<file path="config.mk">
export PLATFORM = sky130hd
export DESIGN_NAME = dsl_byte_tokenizer
export DESIGN_NICKNAME = d
export VERILOG_FILES = /design/src/rtl/dsl_tok_pkg.sv /design/src/rtl/dsl_tok_front.sv /design/src/rtl/dsl_tok_fifo.sv /design/src/rtl/dsl_tok_back.sv /design/src/rtl/dsl_byte_tokenizer.sv
export VERILOG_INCLUDE_DIRS = /design/src /design/src/rtl
export SDC_FILE = /design/constraint.sdc
export NUM_CORES = 1
export LEC_CHECK = 0
export BUFFER_PORTS_ARGS = -buffer_cell sky130_fd_sc_hd__buf_2
export CAP_MARGIN = 40
export CORE_MARGIN = 1
export CORE_UTILIZATION = 49
export CTS_CLUSTER_SIZE = 40
export DETAILED_ROUTE_END_ITERATION = 12
export GPL_TIMING_DRIVEN = 0
export HOLD_SLACK_MARGIN = 0.1
export MAX_ROUTING_LAYER = met4
export PLACE_DENSITY = 0.7
export SETUP_SLACK_MARGIN = 0.2
export SKIP_LAST_GASP = 1
export SLEW_MARGIN = 0
export SYNTH_ARGS = -nofsm -noshare
export SYNTH_HDL_FRONTEND = slang
export SYNTH_SLANG_ARGS = --single-unit
</file>
<file path="constraint.sdc">
create_clock -name clk -period 12.05 [get_ports clk]
set_input_delay 2.41 -clock clk [delete_from_list [all_inputs] [get_ports clk]]
set_output_delay 2.41 -clock clk [all_outputs]
set_load 0.01 [all_outputs]
</file>
<file path="src/rtl/dsl_byte_tokenizer_assert.svh">
// Assertion macros shared by the tokenizer modules; they use clk and rst_n in scope.
`ifndef DSL_BYTE_TOKENIZER_ASSERT_SVH
`define DSL_BYTE_TOKENIZER_ASSERT_SVH
`ifndef SYNTH
// Same-cycle implication check
`define DSL_ASSERT_IMP(lbl, ante, cons, msg) \
  lbl: assert property (@(posedge clk) disable iff (!rst_n) (ante) |-> (cons)) else $error(msg);
// Next-cycle implication check
`define DSL_ASSERT_NXT(lbl, ante, cons, msg) \
  lbl: assert property (@(posedge clk) disable iff (!rst_n) (ante) |=> (cons)) else $error(msg);
`else
`define DSL_ASSERT_IMP(lbl, ante, cons, msg)
`define DSL_ASSERT_NXT(lbl, ante, cons, msg)
`endif
`endif

</file>
<file path="src/rtl/dsl_tok_pkg.sv">
// Types, token codes and keyword table for the byte tokenizer.
`timescale 1ns / 1ps
`default_nettype none
package dsl_tok_pkg;

  localparam int POS_WIDTH           = 16;
  localparam int KEYWORD_MAX_LEN_DEF = 8;
  localparam int QUEUE_DEPTH_DEF     = 4;
  localparam int NUM_KEYWORDS        = 12;
  localparam int KW_TEXT_BYTES       = 8;

  localparam logic [15:0] LEN_MAX   = 16'hFFFF;
  localparam logic [30:0] INT_MAX31 = 31'h7FFF_FFFF;

  // Token kinds
  localparam logic [5:0] K_END       = 6'd0;
  localparam logic [5:0] K_ERROR     = 6'd1;
  localparam logic [5:0] K_IDENT     = 6'd2;
  localparam logic [5:0] K_INT       = 6'd3;
  localparam logic [5:0] K_KW0       = 6'd4;
  localparam logic [5:0] OP_LPAREN   = 6'd16;
  localparam logic [5:0] OP_RPAREN   = 6'd17;
  localparam logic [5:0] OP_LBRACE   = 6'd18;
  localparam logic [5:0] OP_RBRACE   = 6'd19;
  localparam logic [5:0] OP_SEMI     = 6'd20;
  localparam logic [5:0] OP_COMMA    = 6'd21;
  localparam logic [5:0] OP_PLUS     = 6'd22;
  localparam logic [5:0] OP_MINUS    = 6'd23;
  localparam logic [5:0] OP_STAR     = 6'd24;
  localparam logic [5:0] OP_SLASH    = 6'd25;
  localparam logic [5:0] OP_NE       = 6'd26;
  localparam logic [5:0] OP_NOT      = 6'd27;
  localparam logic [5:0] OP_EQEQ     = 6'd28;
  localparam logic [5:0] OP_ASSIGN   = 6'd29;
  localparam logic [5:0] OP_LE       = 6'd30;
  localparam logic [5:0] OP_LT       = 6'd31;
  localparam logic [5:0] OP_GE       = 6'd32;
  localparam logic [5:0] OP_GT       = 6'd33;

  // Keyword text, right aligned: first character in the highest used byte
  localparam logic [8*KW_TEXT_BYTES-1:0] KW_STR [NUM_KEYWORDS] = '{
    64'("world"), 64'("robot"), 64'("target"), 64'("obstacle"),
    64'("behavior"), 64'("every"), 64'("tick"), 64'("if"),
    64'("else"), 64'("at"), 64'("true"), 64'("false")
  };
  localparam int KW_LEN [NUM_KEYWORDS] = '{5, 5, 6, 8, 8, 5, 4, 2, 4, 2, 4, 5};

  // What the lexer is holding open between bytes
  typedef enum logic [3:0] {
    P_NONE, P_NAME, P_NUM, P_COMMENT, P_SLASH, P_BANG, P_EQ, P_LT, P_GT
  } pend_t;

  typedef struct packed {
    logic [7:0] source_byte;
    logic       end_marker;
  } in_item_t;

  typedef struct packed {
    logic [5:0]           token_kind;
    logic [POS_WIDTH-1:0] start_line;
    logic [POS_WIDTH-1:0] start_column;
    logic [15:0]          lexeme_length;
    logic [30:0]          num_value;
    logic                 int_overflow;
    logic [7:0]           bad_byte;
    logic                 source_done;
    logic                 last_of_run;
  } out_tok_t;

  // One queue entry: the tokens caused by one transfer, in order
  typedef struct packed {
    logic     v0;
    out_tok_t t0;
    logic     v1;
    out_tok_t t1;
  } q_entry_t;

endpackage
`default_nettype wire

</file>
<file path="src/rtl/dsl_tok_front.sv">
// Front end: accepts bytes, tracks position and builds the tokens each byte closes.
`timescale 1ns / 1ps
`default_nettype none
`include "dsl_byte_tokenizer_assert.svh"
module dsl_tok_front #(
  parameter int KEYWORD_MAX_LEN = dsl_tok_pkg::KEYWORD_MAX_LEN_DEF
) (
  input  wire logic                  clk,
  input  wire logic                  rst_n,
  input  wire logic                  in_valid,
  output logic                       in_ready,
  input  wire dsl_tok_pkg::in_item_t in_data,
  input  wire logic                  q_full,
  output logic                       push,
  output dsl_tok_pkg::q_entry_t      entry
);

  localparam int IDXW = (KEYWORD_MAX_LEN > 1) ? $clog2(KEYWORD_MAX_LEN) : 1;
  localparam logic [dsl_tok_pkg::POS_WIDTH-1:0] POS_ONE = 1;
  localparam logic [dsl_tok_pkg::POS_WIDTH-1:0] POS_MAX = '1;

  logic [dsl_tok_pkg::POS_WIDTH-1:0] cur_line_r, cur_line_nxt;
  logic [dsl_tok_pkg::POS_WIDTH-1:0] cur_col_r, cur_col_nxt;
  logic [dsl_tok_pkg::POS_WIDTH-1:0] tok_line_r, tok_line_nxt;
  logic [dsl_tok_pkg::POS_WIDTH-1:0] tok_col_r, tok_col_nxt;
  dsl_tok_pkg::pend_t                pend_r, pend_nxt;
  logic [7:0]                        kwbuf_r [KEYWORD_MAX_LEN];
  logic [7:0]                        kwbuf_nxt [KEYWORD_MAX_LEN];
  logic [15:0]                       tok_len_r, tok_len_nxt;
  logic [30:0]                       accum_r, accum_nxt;
  logic                              ovf_r, ovf_nxt;
  logic                              halted_r, halted_nxt;

  logic                              fire;
  logic [7:0]                        b;
  logic                              is_alpha, is_digit, is_blank;
  logic [dsl_tok_pkg::POS_WIDTH-1:0] adv_line, adv_col;
  logic [34:0]                       acc_sum;
  logic                              flush_v;
  logic                              v0, v1;
  dsl_tok_pkg::out_tok_t             tok0, tok1;

  // Match the held name against the keyword table
  function automatic logic [5:0] name_kind(input logic [7:0] buf_in [KEYWORD_MAX_LEN],
                                           input logic [15:0] len);
    logic [5:0] kind;
    logic       hit;
    kind = dsl_tok_pkg::K_IDENT;
    for (int i = 0; i < dsl_tok_pkg::NUM_KEYWORDS; i++) begin
      if (dsl_tok_pkg::KW_LEN[i] <= KEYWORD_MAX_LEN &&
          len == 16'(dsl_tok_pkg::KW_LEN[i])) begin
        hit = 1'b1;
        for (int j = 0; j < KEYWORD_MAX_LEN; j++) begin
          if (j < dsl_tok_pkg::KW_LEN[i] &&
              buf_in[j] != dsl_tok_pkg::KW_STR[i][8*(dsl_tok_pkg::KW_LEN[i]-1-j) +: 8]) begin
            hit = 1'b0;
          end
        end
        if (hit) begin
          kind = dsl_tok_pkg::K_KW0 + 6'(i);
        end
      end
    end
    return kind;
  endfunction

  assign in_ready = !q_full;
  assign fire     = in_valid && in_ready;
  assign b        = in_data.source_byte;

  // Classify the byte
  assign is_alpha = (b >= "a" && b <= "z") || (b >= "A" && b <= "Z") || b == "_";
  assign is_digit = (b >= "0" && b <= "9");
  assign is_blank = (b == " ") || (b == 8'h09) || (b == 8'h0D) || (b == 8'h0A);

  // Advance position, saturating
  always_comb begin
    adv_line = cur_line_r;
    adv_col  = cur_col_r;
    if (b == 8'h0A) begin
      if (cur_line_r != POS_MAX) adv_line = cur_line_r + POS_ONE;
      adv_col = POS_ONE;
    end else if (cur_col_r != POS_MAX) begin
      adv_col = cur_col_r + POS_ONE;
    end
  end

  // Times-ten accumulate
  assign acc_sum = ({4'b0, accum_r} << 3) + ({4'b0, accum_r} << 1) + {31'b0, b[3:0]};

  // Build the token that closing the pending item would emit
  always_comb begin
    tok0              = '0;
    tok0.start_line   = tok_line_r;
    tok0.start_column = tok_col_r;
    tok0.lexeme_length = 16'd1;
    flush_v           = 1'b1;
    unique case (pend_r)
      dsl_tok_pkg::P_NAME: begin
        tok0.token_kind    = name_kind(kwbuf_r, tok_len_r);
        tok0.lexeme_length = tok_len_r;
      end
      dsl_tok_pkg::P_NUM: begin
        tok0.token_kind    = dsl_tok_pkg::K_INT;
        tok0.lexeme_length = tok_len_r;
        tok0.num_value     = accum_r;
        tok0.int_overflow  = ovf_r;
      end
      dsl_tok_pkg::P_SLASH: tok0.token_kind = dsl_tok_pkg::OP_SLASH;
      dsl_tok_pkg::P_BANG:  tok0.token_kind = dsl_tok_pkg::OP_NOT;
      dsl_tok_pkg::P_EQ:    tok0.token_kind = dsl_tok_pkg::OP_ASSIGN;
      dsl_tok_pkg::P_LT:    tok0.token_kind = dsl_tok_pkg::OP_LT;
      dsl_tok_pkg::P_GT:    tok0.token_kind = dsl_tok_pkg::OP_GT;
      default:              flush_v = 1'b0;
    endcase
  end

  // Next state and the tokens of this transfer
  always_comb begin
    cur_line_nxt = cur_line_r;
    cur_col_nxt  = cur_col_r;
    tok_line_nxt = tok_line_r;
    tok_col_nxt  = tok_col_r;
    pend_nxt     = pend_r;
    kwbuf_nxt    = kwbuf_r;
    tok_len_nxt  = tok_len_r;
    accum_nxt    = accum_r;
    ovf_nxt      = ovf_r;
    halted_nxt   = halted_r;
    v0           = 1'b0;
    v1           = 1'b0;
    tok1         = '0;
    if (fire) begin
      if (in_data.end_marker) begin
        // close the source and return to the reset state
        v0                = !halted_r && flush_v;
        v1                = !halted_r;
        tok1.token_kind   = dsl_tok_pkg::K_END;
        tok1.start_line   = cur_line_r;
        tok1.start_column = cur_col_r;
        tok1.source_done  = 1'b1;
        cur_line_nxt      = POS_ONE;
        cur_col_nxt       = POS_ONE;
        tok_line_nxt      = POS_ONE;
        tok_col_nxt       = POS_ONE;
        pend_nxt          = dsl_tok_pkg::P_NONE;
        tok_len_nxt       = '0;
        accum_nxt         = '0;
        ovf_nxt           = 1'b0;
        halted_nxt        = 1'b0;
        for (int k = 0; k < KEYWORD_MAX_LEN; k++) kwbuf_nxt[k] = '0;
      end else if (!halted_r) begin
        cur_line_nxt = adv_line;
        cur_col_nxt  = adv_col;
        if (pend_r == dsl_tok_pkg::P_NAME && (is_alpha || is_digit)) begin
          // extend a name
          if (tok_len_r < 16'(KEYWORD_MAX_LEN)) kwbuf_nxt[tok_len_r[IDXW-1:0]] = b;
          if (tok_len_r != dsl_tok_pkg::LEN_MAX) tok_len_nxt = tok_len_r + 16'd1;
        end else if (pend_r == dsl_tok_pkg::P_NUM && is_digit) begin
          // extend a number, saturating
          if (acc_sum > {4'b0, dsl_tok_pkg::INT_MAX31}) begin
            accum_nxt = dsl_tok_pkg::INT_MAX31;
            ovf_nxt   = 1'b1;
          end else begin
            accum_nxt = acc_sum[30:0];
          end
          if (tok_len_r != dsl_tok_pkg::LEN_MAX) tok_len_nxt = tok_len_r + 16'd1;
        end else if (pend_r == dsl_tok_pkg::P_COMMENT && b != 8'h0A) begin
          // stay in the comment
        end else if (pend_r == dsl_tok_pkg::P_SLASH && b == "/") begin
          pend_nxt = dsl_tok_pkg::P_COMMENT;
        end else if ((pend_r == dsl_tok_pkg::P_BANG || pend_r == dsl_tok_pkg::P_EQ ||
                      pend_r == dsl_tok_pkg::P_LT || pend_r == dsl_tok_pkg::P_GT) &&
                     b == "=") begin
          // two-character operator
          v1                 = 1'b1;
          tok1.start_line    = tok_line_r;
          tok1.start_column  = tok_col_r;
          tok1.lexeme_length = 16'd2;
          unique case (pend_r)
            dsl_tok_pkg::P_BANG: tok1.token_kind = dsl_tok_pkg::OP_NE;
            dsl_tok_pkg::P_EQ:   tok1.token_kind = dsl_tok_pkg::OP_EQEQ;
            dsl_tok_pkg::P_LT:   tok1.token_kind = dsl_tok_pkg::OP_LE;
            default:             tok1.token_kind = dsl_tok_pkg::OP_GE;
          endcase
          pend_nxt = dsl_tok_pkg::P_NONE;
        end else begin
          // close what is pending, then start on this byte
          v0                 = flush_v;
          pend_nxt           = dsl_tok_pkg::P_NONE;
          tok_line_nxt       = cur_line_r;
          tok_col_nxt        = cur_col_r;
          tok1.start_line    = cur_line_r;
          tok1.start_column  = cur_col_r;
          tok1.lexeme_length = 16'd1;
          if (is_blank) begin
            // skip
          end else if (is_alpha) begin
            for (int k = 0; k < KEYWORD_MAX_LEN; k++) kwbuf_nxt[k] = '0;
            kwbuf_nxt[0] = b;
            tok_len_nxt  = 16'd1;
            pend_nxt     = dsl_tok_pkg::P_NAME;
          end else if (is_digit) begin
            tok_len_nxt = 16'd1;
            accum_nxt   = {27'b0, b[3:0]};
            ovf_nxt     = 1'b0;
            pend_nxt    = dsl_tok_pkg::P_NUM;
          end else begin
            v1 = 1'b1;
            case (b)
              "/": begin v1 = 1'b0; pend_nxt = dsl_tok_pkg::P_SLASH; end
              "!": begin v1 = 1'b0; pend_nxt = dsl_tok_pkg::P_BANG; end
              "=": begin v1 = 1'b0; pend_nxt = dsl_tok_pkg::P_EQ; end
              "<": begin v1 = 1'b0; pend_nxt = dsl_tok_pkg::P_LT; end
              ">": begin v1 = 1'b0; pend_nxt = dsl_tok_pkg::P_GT; end
              "(": tok1.token_kind = dsl_tok_pkg::OP_LPAREN;
              ")": tok1.token_kind = dsl_tok_pkg::OP_RPAREN;
              "{": tok1.token_kind = dsl_tok_pkg::OP_LBRACE;
              "}": tok1.token_kind = dsl_tok_pkg::OP_RBRACE;
              ";": tok1.token_kind = dsl_tok_pkg::OP_SEMI;
              ",": tok1.token_kind = dsl_tok_pkg::OP_COMMA;
              "+": tok1.token_kind = dsl_tok_pkg::OP_PLUS;
              "-": tok1.token_kind = dsl_tok_pkg::OP_MINUS;
              "*": tok1.token_kind = dsl_tok_pkg::OP_STAR;
              default: begin
                // unexpected byte: report and halt until the end marker
                tok1.token_kind  = dsl_tok_pkg::K_ERROR;
                tok1.bad_byte    = b;
                tok1.source_done = 1'b1;
                halted_nxt       = 1'b1;
              end
            endcase
          end
        end
      end
    end
  end

  assign push  = fire && (v0 || v1);
  assign entry = '{v0: v0, t0: tok0, v1: v1, t1: tok1};

  // Control state
  always_ff @(posedge clk) begin
    if (!rst_n) begin
      cur_line_r <= POS_ONE;
      cur_col_r  <= POS_ONE;
      pend_r     <= dsl_tok_pkg::P_NONE;
      halted_r   <= 1'b0;
    end else begin
      cur_line_r <= cur_line_nxt;
      cur_col_r  <= cur_col_nxt;
      pend_r     <= pend_nxt;
      halted_r   <= halted_nxt;
    end
  end

  // Token payload
  always_ff @(posedge clk) begin
    tok_line_r <= tok_line_nxt;
    tok_col_r  <= tok_col_nxt;
    kwbuf_r    <= kwbuf_nxt;
    tok_len_r  <= tok_len_nxt;
    accum_r    <= accum_nxt;
    ovf_r      <= ovf_nxt;
  end

  `DSL_ASSERT_IMP(a_halt_silent, halted_r && fire && !in_data.end_marker, !push, "halted front pushed")
  `DSL_ASSERT_IMP(a_flush_not_done, push && entry.v0, !entry.t0.source_done, "flushed token closes source")

endmodule
`default_nettype wire

</file>
<file path="src/rtl/dsl_tok_fifo.sv">
// Short token queue between the front and back ends.
`timescale 1ns / 1ps
`default_nettype none
`include "dsl_byte_tokenizer_assert.svh"
module dsl_tok_fifo #(
  parameter int DEPTH = dsl_tok_pkg::QUEUE_DEPTH_DEF
) (
  input  wire logic                  clk,
  input  wire logic                  rst_n,
  input  wire logic                  push,
  input  wire dsl_tok_pkg::q_entry_t wr_data,
  input  wire logic                  pop,
  output dsl_tok_pkg::q_entry_t      head,
  output logic                       q_valid,
  output logic                       full
);

  localparam int PTRW = (DEPTH > 1) ? $clog2(DEPTH) : 1;
  localparam int CNTW = $clog2(DEPTH + 1);

  dsl_tok_pkg::q_entry_t mem_r [DEPTH];
  logic [PTRW-1:0]       wr_ptr_r, wr_ptr_nxt;
  logic [PTRW-1:0]       rd_ptr_r, rd_ptr_nxt;
  logic [CNTW-1:0]       count_r, count_nxt;

  assign head    = mem_r[rd_ptr_r];
  assign q_valid = (count_r != '0);
  assign full    = (count_r == CNTW'(DEPTH));

  // Advance pointers and count
  always_comb begin
    wr_ptr_nxt = wr_ptr_r;
    rd_ptr_nxt = rd_ptr_r;
    count_nxt  = count_r;
    if (push) begin
      wr_ptr_nxt = (wr_ptr_r == PTRW'(DEPTH - 1)) ? '0 : wr_ptr_r + 1'b1;
    end
    if (pop) begin
      rd_ptr_nxt = (rd_ptr_r == PTRW'(DEPTH - 1)) ? '0 : rd_ptr_r + 1'b1;
    end
    if (push && !pop) begin
      count_nxt = count_r + 1'b1;
    end else if (pop && !push) begin
      count_nxt = count_r - 1'b1;
    end
  end

  always_ff @(posedge clk) begin
    if (!rst_n) begin
      wr_ptr_r <= '0;
      rd_ptr_r <= '0;
      count_r  <= '0;
    end else begin
      wr_ptr_r <= wr_ptr_nxt;
      rd_ptr_r <= rd_ptr_nxt;
      count_r  <= count_nxt;
    end
  end

  // Store entries
  always_ff @(posedge clk) begin
    if (push) begin
      mem_r[wr_ptr_r] <= wr_data;
    end
  end

  `DSL_ASSERT_IMP(a_no_overrun, push, !full, "push into full queue")
  `DSL_ASSERT_IMP(a_no_underrun, pop, q_valid, "pop from empty queue")
  `DSL_ASSERT_NXT(a_count_up, push && !pop, count_r == $past(count_r) + 1'b1, "count lost a push")

endmodule
`default_nettype wire

</file>
<file path="src/rtl/dsl_tok_back.sv">
// Back end: splits queue entries into single tokens and holds the output register.
`timescale 1ns / 1ps
`default_nettype none
`include "dsl_byte_tokenizer_assert.svh"
module dsl_tok_back (
  input  wire logic                  clk,
  input  wire logic                  rst_n,
  input  wire dsl_tok_pkg::q_entry_t head,
  input  wire logic                  q_valid,
  output logic                       pop,
  output logic                       out_valid,
  input  wire logic                  out_ready,
  output dsl_tok_pkg::out_tok_t      out_data
);

  logic                  out_valid_r, out_valid_nxt;
  dsl_tok_pkg::out_tok_t out_data_r, out_data_nxt;
  logic                  sel_r, sel_nxt;
  logic                  load;

  assign load = !out_valid_r || out_ready;

  // Pick the next token of the head entry and tag the last one
  always_comb begin
    pop           = 1'b0;
    sel_nxt       = sel_r;
    out_data_nxt  = out_data_r;
    out_valid_nxt = out_valid_r && !out_ready;
    if (load && q_valid) begin
      out_valid_nxt = 1'b1;
      if (!sel_r && head.v0) begin
        out_data_nxt             = head.t0;
        out_data_nxt.last_of_run = !head.v1;
        if (head.v1) begin
          sel_nxt = 1'b1;
        end else begin
          pop = 1'b1;
        end
      end else begin
        out_data_nxt             = head.t1;
        out_data_nxt.last_of_run = 1'b1;
        pop                      = 1'b1;
        sel_nxt                  = 1'b0;
      end
    end
  end

  always_ff @(posedge clk) begin
    if (!rst_n) begin
      out_valid_r <= 1'b0;
      sel_r       <= 1'b0;
    end else begin
      out_valid_r <= out_valid_nxt;
      sel_r       <= sel_nxt;
    end
  end

  always_ff @(posedge clk) begin
    out_data_r <= out_data_nxt;
  end

  assign out_valid = out_valid_r;
  assign out_data  = out_data_r;

  `DSL_ASSERT_IMP(a_second_slot_held, sel_r, q_valid && head.v1, "second token lost from queue head")

endmodule
`default_nettype wire

</file>
<file path="src/rtl/dsl_byte_tokenizer.sv">
// Top level of the streaming byte tokenizer: front end, token queue, back end.
// Throughput: one byte per cycle in while the queue has room; one token per cycle out while out_ready is high.
// A byte's first closed token passes the queue write, then the output register load, before out_valid;
// the second token of a pair is loaded from the same queue entry after the first is taken.
// A byte closing two tokens takes two output register loads; a full queue drops in_ready.
// Reset: synchronous, active low; position 1/1, nothing pending, queue empty, no clearing pass.
`timescale 1ns / 1ps
`default_nettype none
module dsl_byte_tokenizer #(
  parameter int KEYWORD_MAX_LEN = dsl_tok_pkg::KEYWORD_MAX_LEN_DEF,
  parameter int QUEUE_DEPTH     = dsl_tok_pkg::QUEUE_DEPTH_DEF
) (
  input  wire logic                  clk,
  input  wire logic                  rst_n,
  input  wire logic                  in_valid,
  output logic                       in_ready,
  input  wire dsl_tok_pkg::in_item_t in_data,
  output logic                       out_valid,
  input  wire logic                  out_ready,
  output dsl_tok_pkg::out_tok_t      out_data
);

  logic                  push, pop, q_valid, q_full;
  dsl_tok_pkg::q_entry_t wr_entry, head;

  dsl_tok_front #(
    .KEYWORD_MAX_LEN(KEYWORD_MAX_LEN)
  ) u_front (
    .clk      (clk),
    .rst_n    (rst_n),
    .in_valid (in_valid),
    .in_ready (in_ready),
    .in_data  (in_data),
    .q_full   (q_full),
    .push     (push),
    .entry    (wr_entry)
  );

  dsl_tok_fifo #(
    .DEPTH(QUEUE_DEPTH)
  ) u_fifo (
    .clk     (clk),
    .rst_n   (rst_n),
    .push    (push),
    .wr_data (wr_entry),
    .pop     (pop),
    .head    (head),
    .q_valid (q_valid),
    .full    (q_full)
  );

  dsl_tok_back u_back (
    .clk       (clk),
    .rst_n     (rst_n),
    .head      (head),
    .q_valid   (q_valid),
    .pop       (pop),
    .out_valid (out_valid),
    .out_ready (out_ready),
    .out_data  (out_data)
  );

endmodule
`default_nettype wire

</file>
==> out/qor.csv <==
stage;metric;value;unit
status;status;finished with violations;
status;violations;design-rule violations;
power;power_frac_comb;23.1;%
cts;tritoncts_num_sinks;836;
cts;cts_tree;yes;
worst_setup_path;crit_required;12370;ps
cts;clockBufferDepth;3;
die;die_area;0.07530;mm²
finish;final_common_cell;edfxtp_1;
cts;cts_resized;0;
worst_setup_path;cp_slowest_stage_delay;610;ps
finish;fin_cells;3619;
place;hpwl;57220;µm
synthesis;synth_ff_type;edfxtp_1;
place;io_buffers;109;
die;core_area;0.07321;mm²
synthesis;synth_top_area_cell;edfxtp_1;
synthesis;synth_edf_count;788;
power;power_leakage;14.45;nW
hold_path;holdPathStages;2;
global_route;grt_usage;23.26;%
finish;layout_common_cells;788 x edfxtp_1, 214 x nor2_1, 137 x mux4_2;
power;ir_worst_vdd;0.0001169;V
cts;cts_root_buf;clkbuf_16;
power;p_seq_share;45.4;%
sta;period_needed;6228;ps
power;power.total;8.409;mW
finish;syn_to_final_growth;14.78;%
sta;finClkSkew;29.33;ps
worst_setup_path;slowest_stage;clkbuf_1;
finish;fin_util;57.02;%
synthesis;syn_avg_cell_area;15.53;µm²
worst_setup_path;reg2reg_depth;12;
global_route;grt_max_degree;53;
sta;slew_viol_final;0;
cts;postCtsSetupBuffers;0;
hold_path;hold_class;reg -> reg;
cts;cts_hold_buf;0;
power;internal-power;6.066;mW
finish;final_nets;2672;
synthesis;syn_area;0.03636;mm²
cts;cts_made_buffers;86;
routing;wirelength;83310;µm
place;dp_cells;3453;
synthesis;ys_ff_latch;836;
routing;drc;12;
synthesis;synth_cells;2342;
worst_setup_path;cp.arrival;6540;ps
place;gp_congestion;0.8998;
die;initial_core_util;49.67;%
routing;first_iter_violations;1747;
synthesis;synth-warning-count;0;
die;die_h;274.4;µm
sta;worst_pin_slew;912.0;ps
synthesis;yosys-top-cells-area;edfxtp_1 65%, mux4_2 8.5%, dfxtp_1 2.6%, ha_1 2.5%, nor2_1 2.2%;
worst_setup_path;start_kind;primary input;
power;p_per_area;201.5;mW/mm²
global_route;antenna_found_initial;5;
die;rows;99;
sta;whs;491.4;ps
power;netSwitchingPower;2.343;mW
sta;maxSlewHeadroom;38.87;%
routing;wl_per_cell;23.02;µm
die;die_w;274.4;µm
power;sw_frac_of_total;27.86;%
global_route;grt_pass1_wl;128200;µm
worst_setup_path;crit_buf_inv;6;
worst_setup_path;crit_chain;buf_2 > clkbuf_1 > inv_1 > nand4_1 > o31ai_1 > and3_1 > buf_2 > a21oi_2 > nand4_1 > a21oi_2 > and2_4 > buf_12 > buf_16;
worst_setup_path;path_class;in -> reg;
sta;fin_tns_setup;0;ps
worst_setup_path;cp.depth;13;
cts;htreeDepth;3;
worst_setup_path;worstSetupEndpointType;register;
sta;fmax;160.6;MHz
global_route;grt_pass1_vias;21550;
synthesis;syn-num-nets;2431;
routing;ant_nets;0;
cts;clk_latency;660;ps
cts;clkTransAtPathRegs;60;ps
sta;rsz0062_at_grt;false;
routing;vias;21190;
sta;finalSetupViolCount;0;
worst_setup_path;cp_max_fo;44;
routing;via_per_inst;5.854;
synthesis;yosysTopAreaCellShare;65.07;%
sta;finalHoldViolCount;0;
global_route;grt-ovfl-total;0;
power;p_clk_share;31.5;%
flow_run;max-cap-violations;0;
synthesis;synth-seq-area-share;67.71;%
routing;firstDrtPassIters;12;
die;ios;111;
worst_setup_path;cp_top_family;buffers and inverters;
synthesis;yosys.cell_types.count;86;
synthesis;async_flop_share;0;%
sta;fin_crit_sh;51.69;%
finish;drive_gt1_share;19.74;%
cell type report:
cell class / count / area (µm²)
fill: 5641 / 31470
sequential: 836 / 24620
multi-input combinational: 1353 / 11150
clock buffer: 118 / 2333
timing repair buffer: 153 / 1247
tap: 959 / 1200
buffer: 123 / 539.3
clock inverter: 41 / 515.5
inverter: 30 / 112.6
antenna: 6 / 15.01
path summary, 6_finish.rpt:
path / from / endpoint / slack [ps]
worst max-delay path: in_data[7] / u_fifo.mem_r[3][45] / 5820
worst min-delay path: u_fifo.wr_ptr_r[1] / u_fifo.wr_ptr_r[1] / 490
worst max register to register: u_front.accum_r[0] / u_front.accum_r[3] / 7480
worst min register to register: u_fifo.wr_ptr_r[1] / u_fifo.wr_ptr_r[1] / 490
sequential cells by signal (all words and copies together), names as in the netlist, 3 cells and up, named ones only:
register / flops
u_fifo.mem_r: 548
u_front.accum_r: 31
u_front.tok_len_r: 16
u_front.pend_r: 4
u_front.kwbuf_r: 64
u_front.cur_col_r: 16
u_back.out_data: 96
u_front.cur_line_r: 16
u_front.tok_line_r: 16
u_fifo.count_r: 3
u_front.tok_col_r: 16
cells by family after synthesis:
group                      Yosys count  share of synthesized area (%)
and+or+nand+nor                    717                          10.34
adders and majority gates           76                          2.677
AOI/OAI and AO/OA                  270                          4.821
buffers and inverters              153                          1.793
DFF                                836                          67.71
xor gates and xnor gates            58                          1.418
muxes                              232                          11.24
power groups by stage:
stage	logic (mW)	clock network, mW	registers [mW]
after floorplan	1.13	0	3.98
after global placement	1.80	0	3.97
after detailed placement	1.96	0	3.88
after CTS	1.97	2.69	3.83
after global routing	2.09	2.81	3.85
final	1.94	2.65	3.82
stage by stage:
stage / setup slack (ps) / cell area, µm²
2_1_floorplan: 2827 / 36360
3_3_place_gp: -1052 / 38110
3_5_place_dp: 5189 / 38870
4_1_cts: 5861 / 41720
5_1_grt: 5565 / 41740
6_report: 5822 / 41740
Yosys cell counts (5+ instances only):
library cell and instances:
and3_1 64, a21oi_2 12, a211oi_1 5, nor4_1 13, nand2b_1 6, nor2b_1 54, a21oi_1 99, xnor2_1 24
buf_1 17, a21boi_0 6, nor4bb_1 8, mux2_2 41, nor3b_1 6, o21ai_0 49, nor3_1 34, nand4_1 33
buf_2 11, edfxtp_1 788, dfxtp_1 48, nor4b_1 6, nand4b_1 7, mux4_2 137, o211ai_1 6, or2_2 6
nor2_1 216, o21ai_1 5, or3_1 24, nand3b_1 5, and2_1 55, buf_4 5, nand3_1 57, a22oi_1 32
ha_1 73, inv_1 29, a21o_1 13, xor2_1 33, mux2i_1 54, nand2_1 97, clkbuf_1 84
tightest hold or removal path: cells and delay by family, from the launching register on:
family | cells | cell delay (ps)
compound gates | 1 | 50
simple gates | 1 | 60
flops | 1 | 330
per-layer routing:
| layer | share of wire, % | vias to the layer above | global-route usage (%) | routed length [µm] |
|---|---|---|---|---|
| li1 | - | 9604 | - | - |
| met1 | 43 | 10780 | 31.36 | 35750 |
| met2 | 49 | 677 | 37.12 | 40630 |
| met3 | 5.9 | 124 | 3.048 | 4944 |
| met4 | 2.4 | 0 | 6.784 | 1993 |
| met5 | 0 | - | - | 0 |
Note: power is estimated with default switching activity, not from simulation.
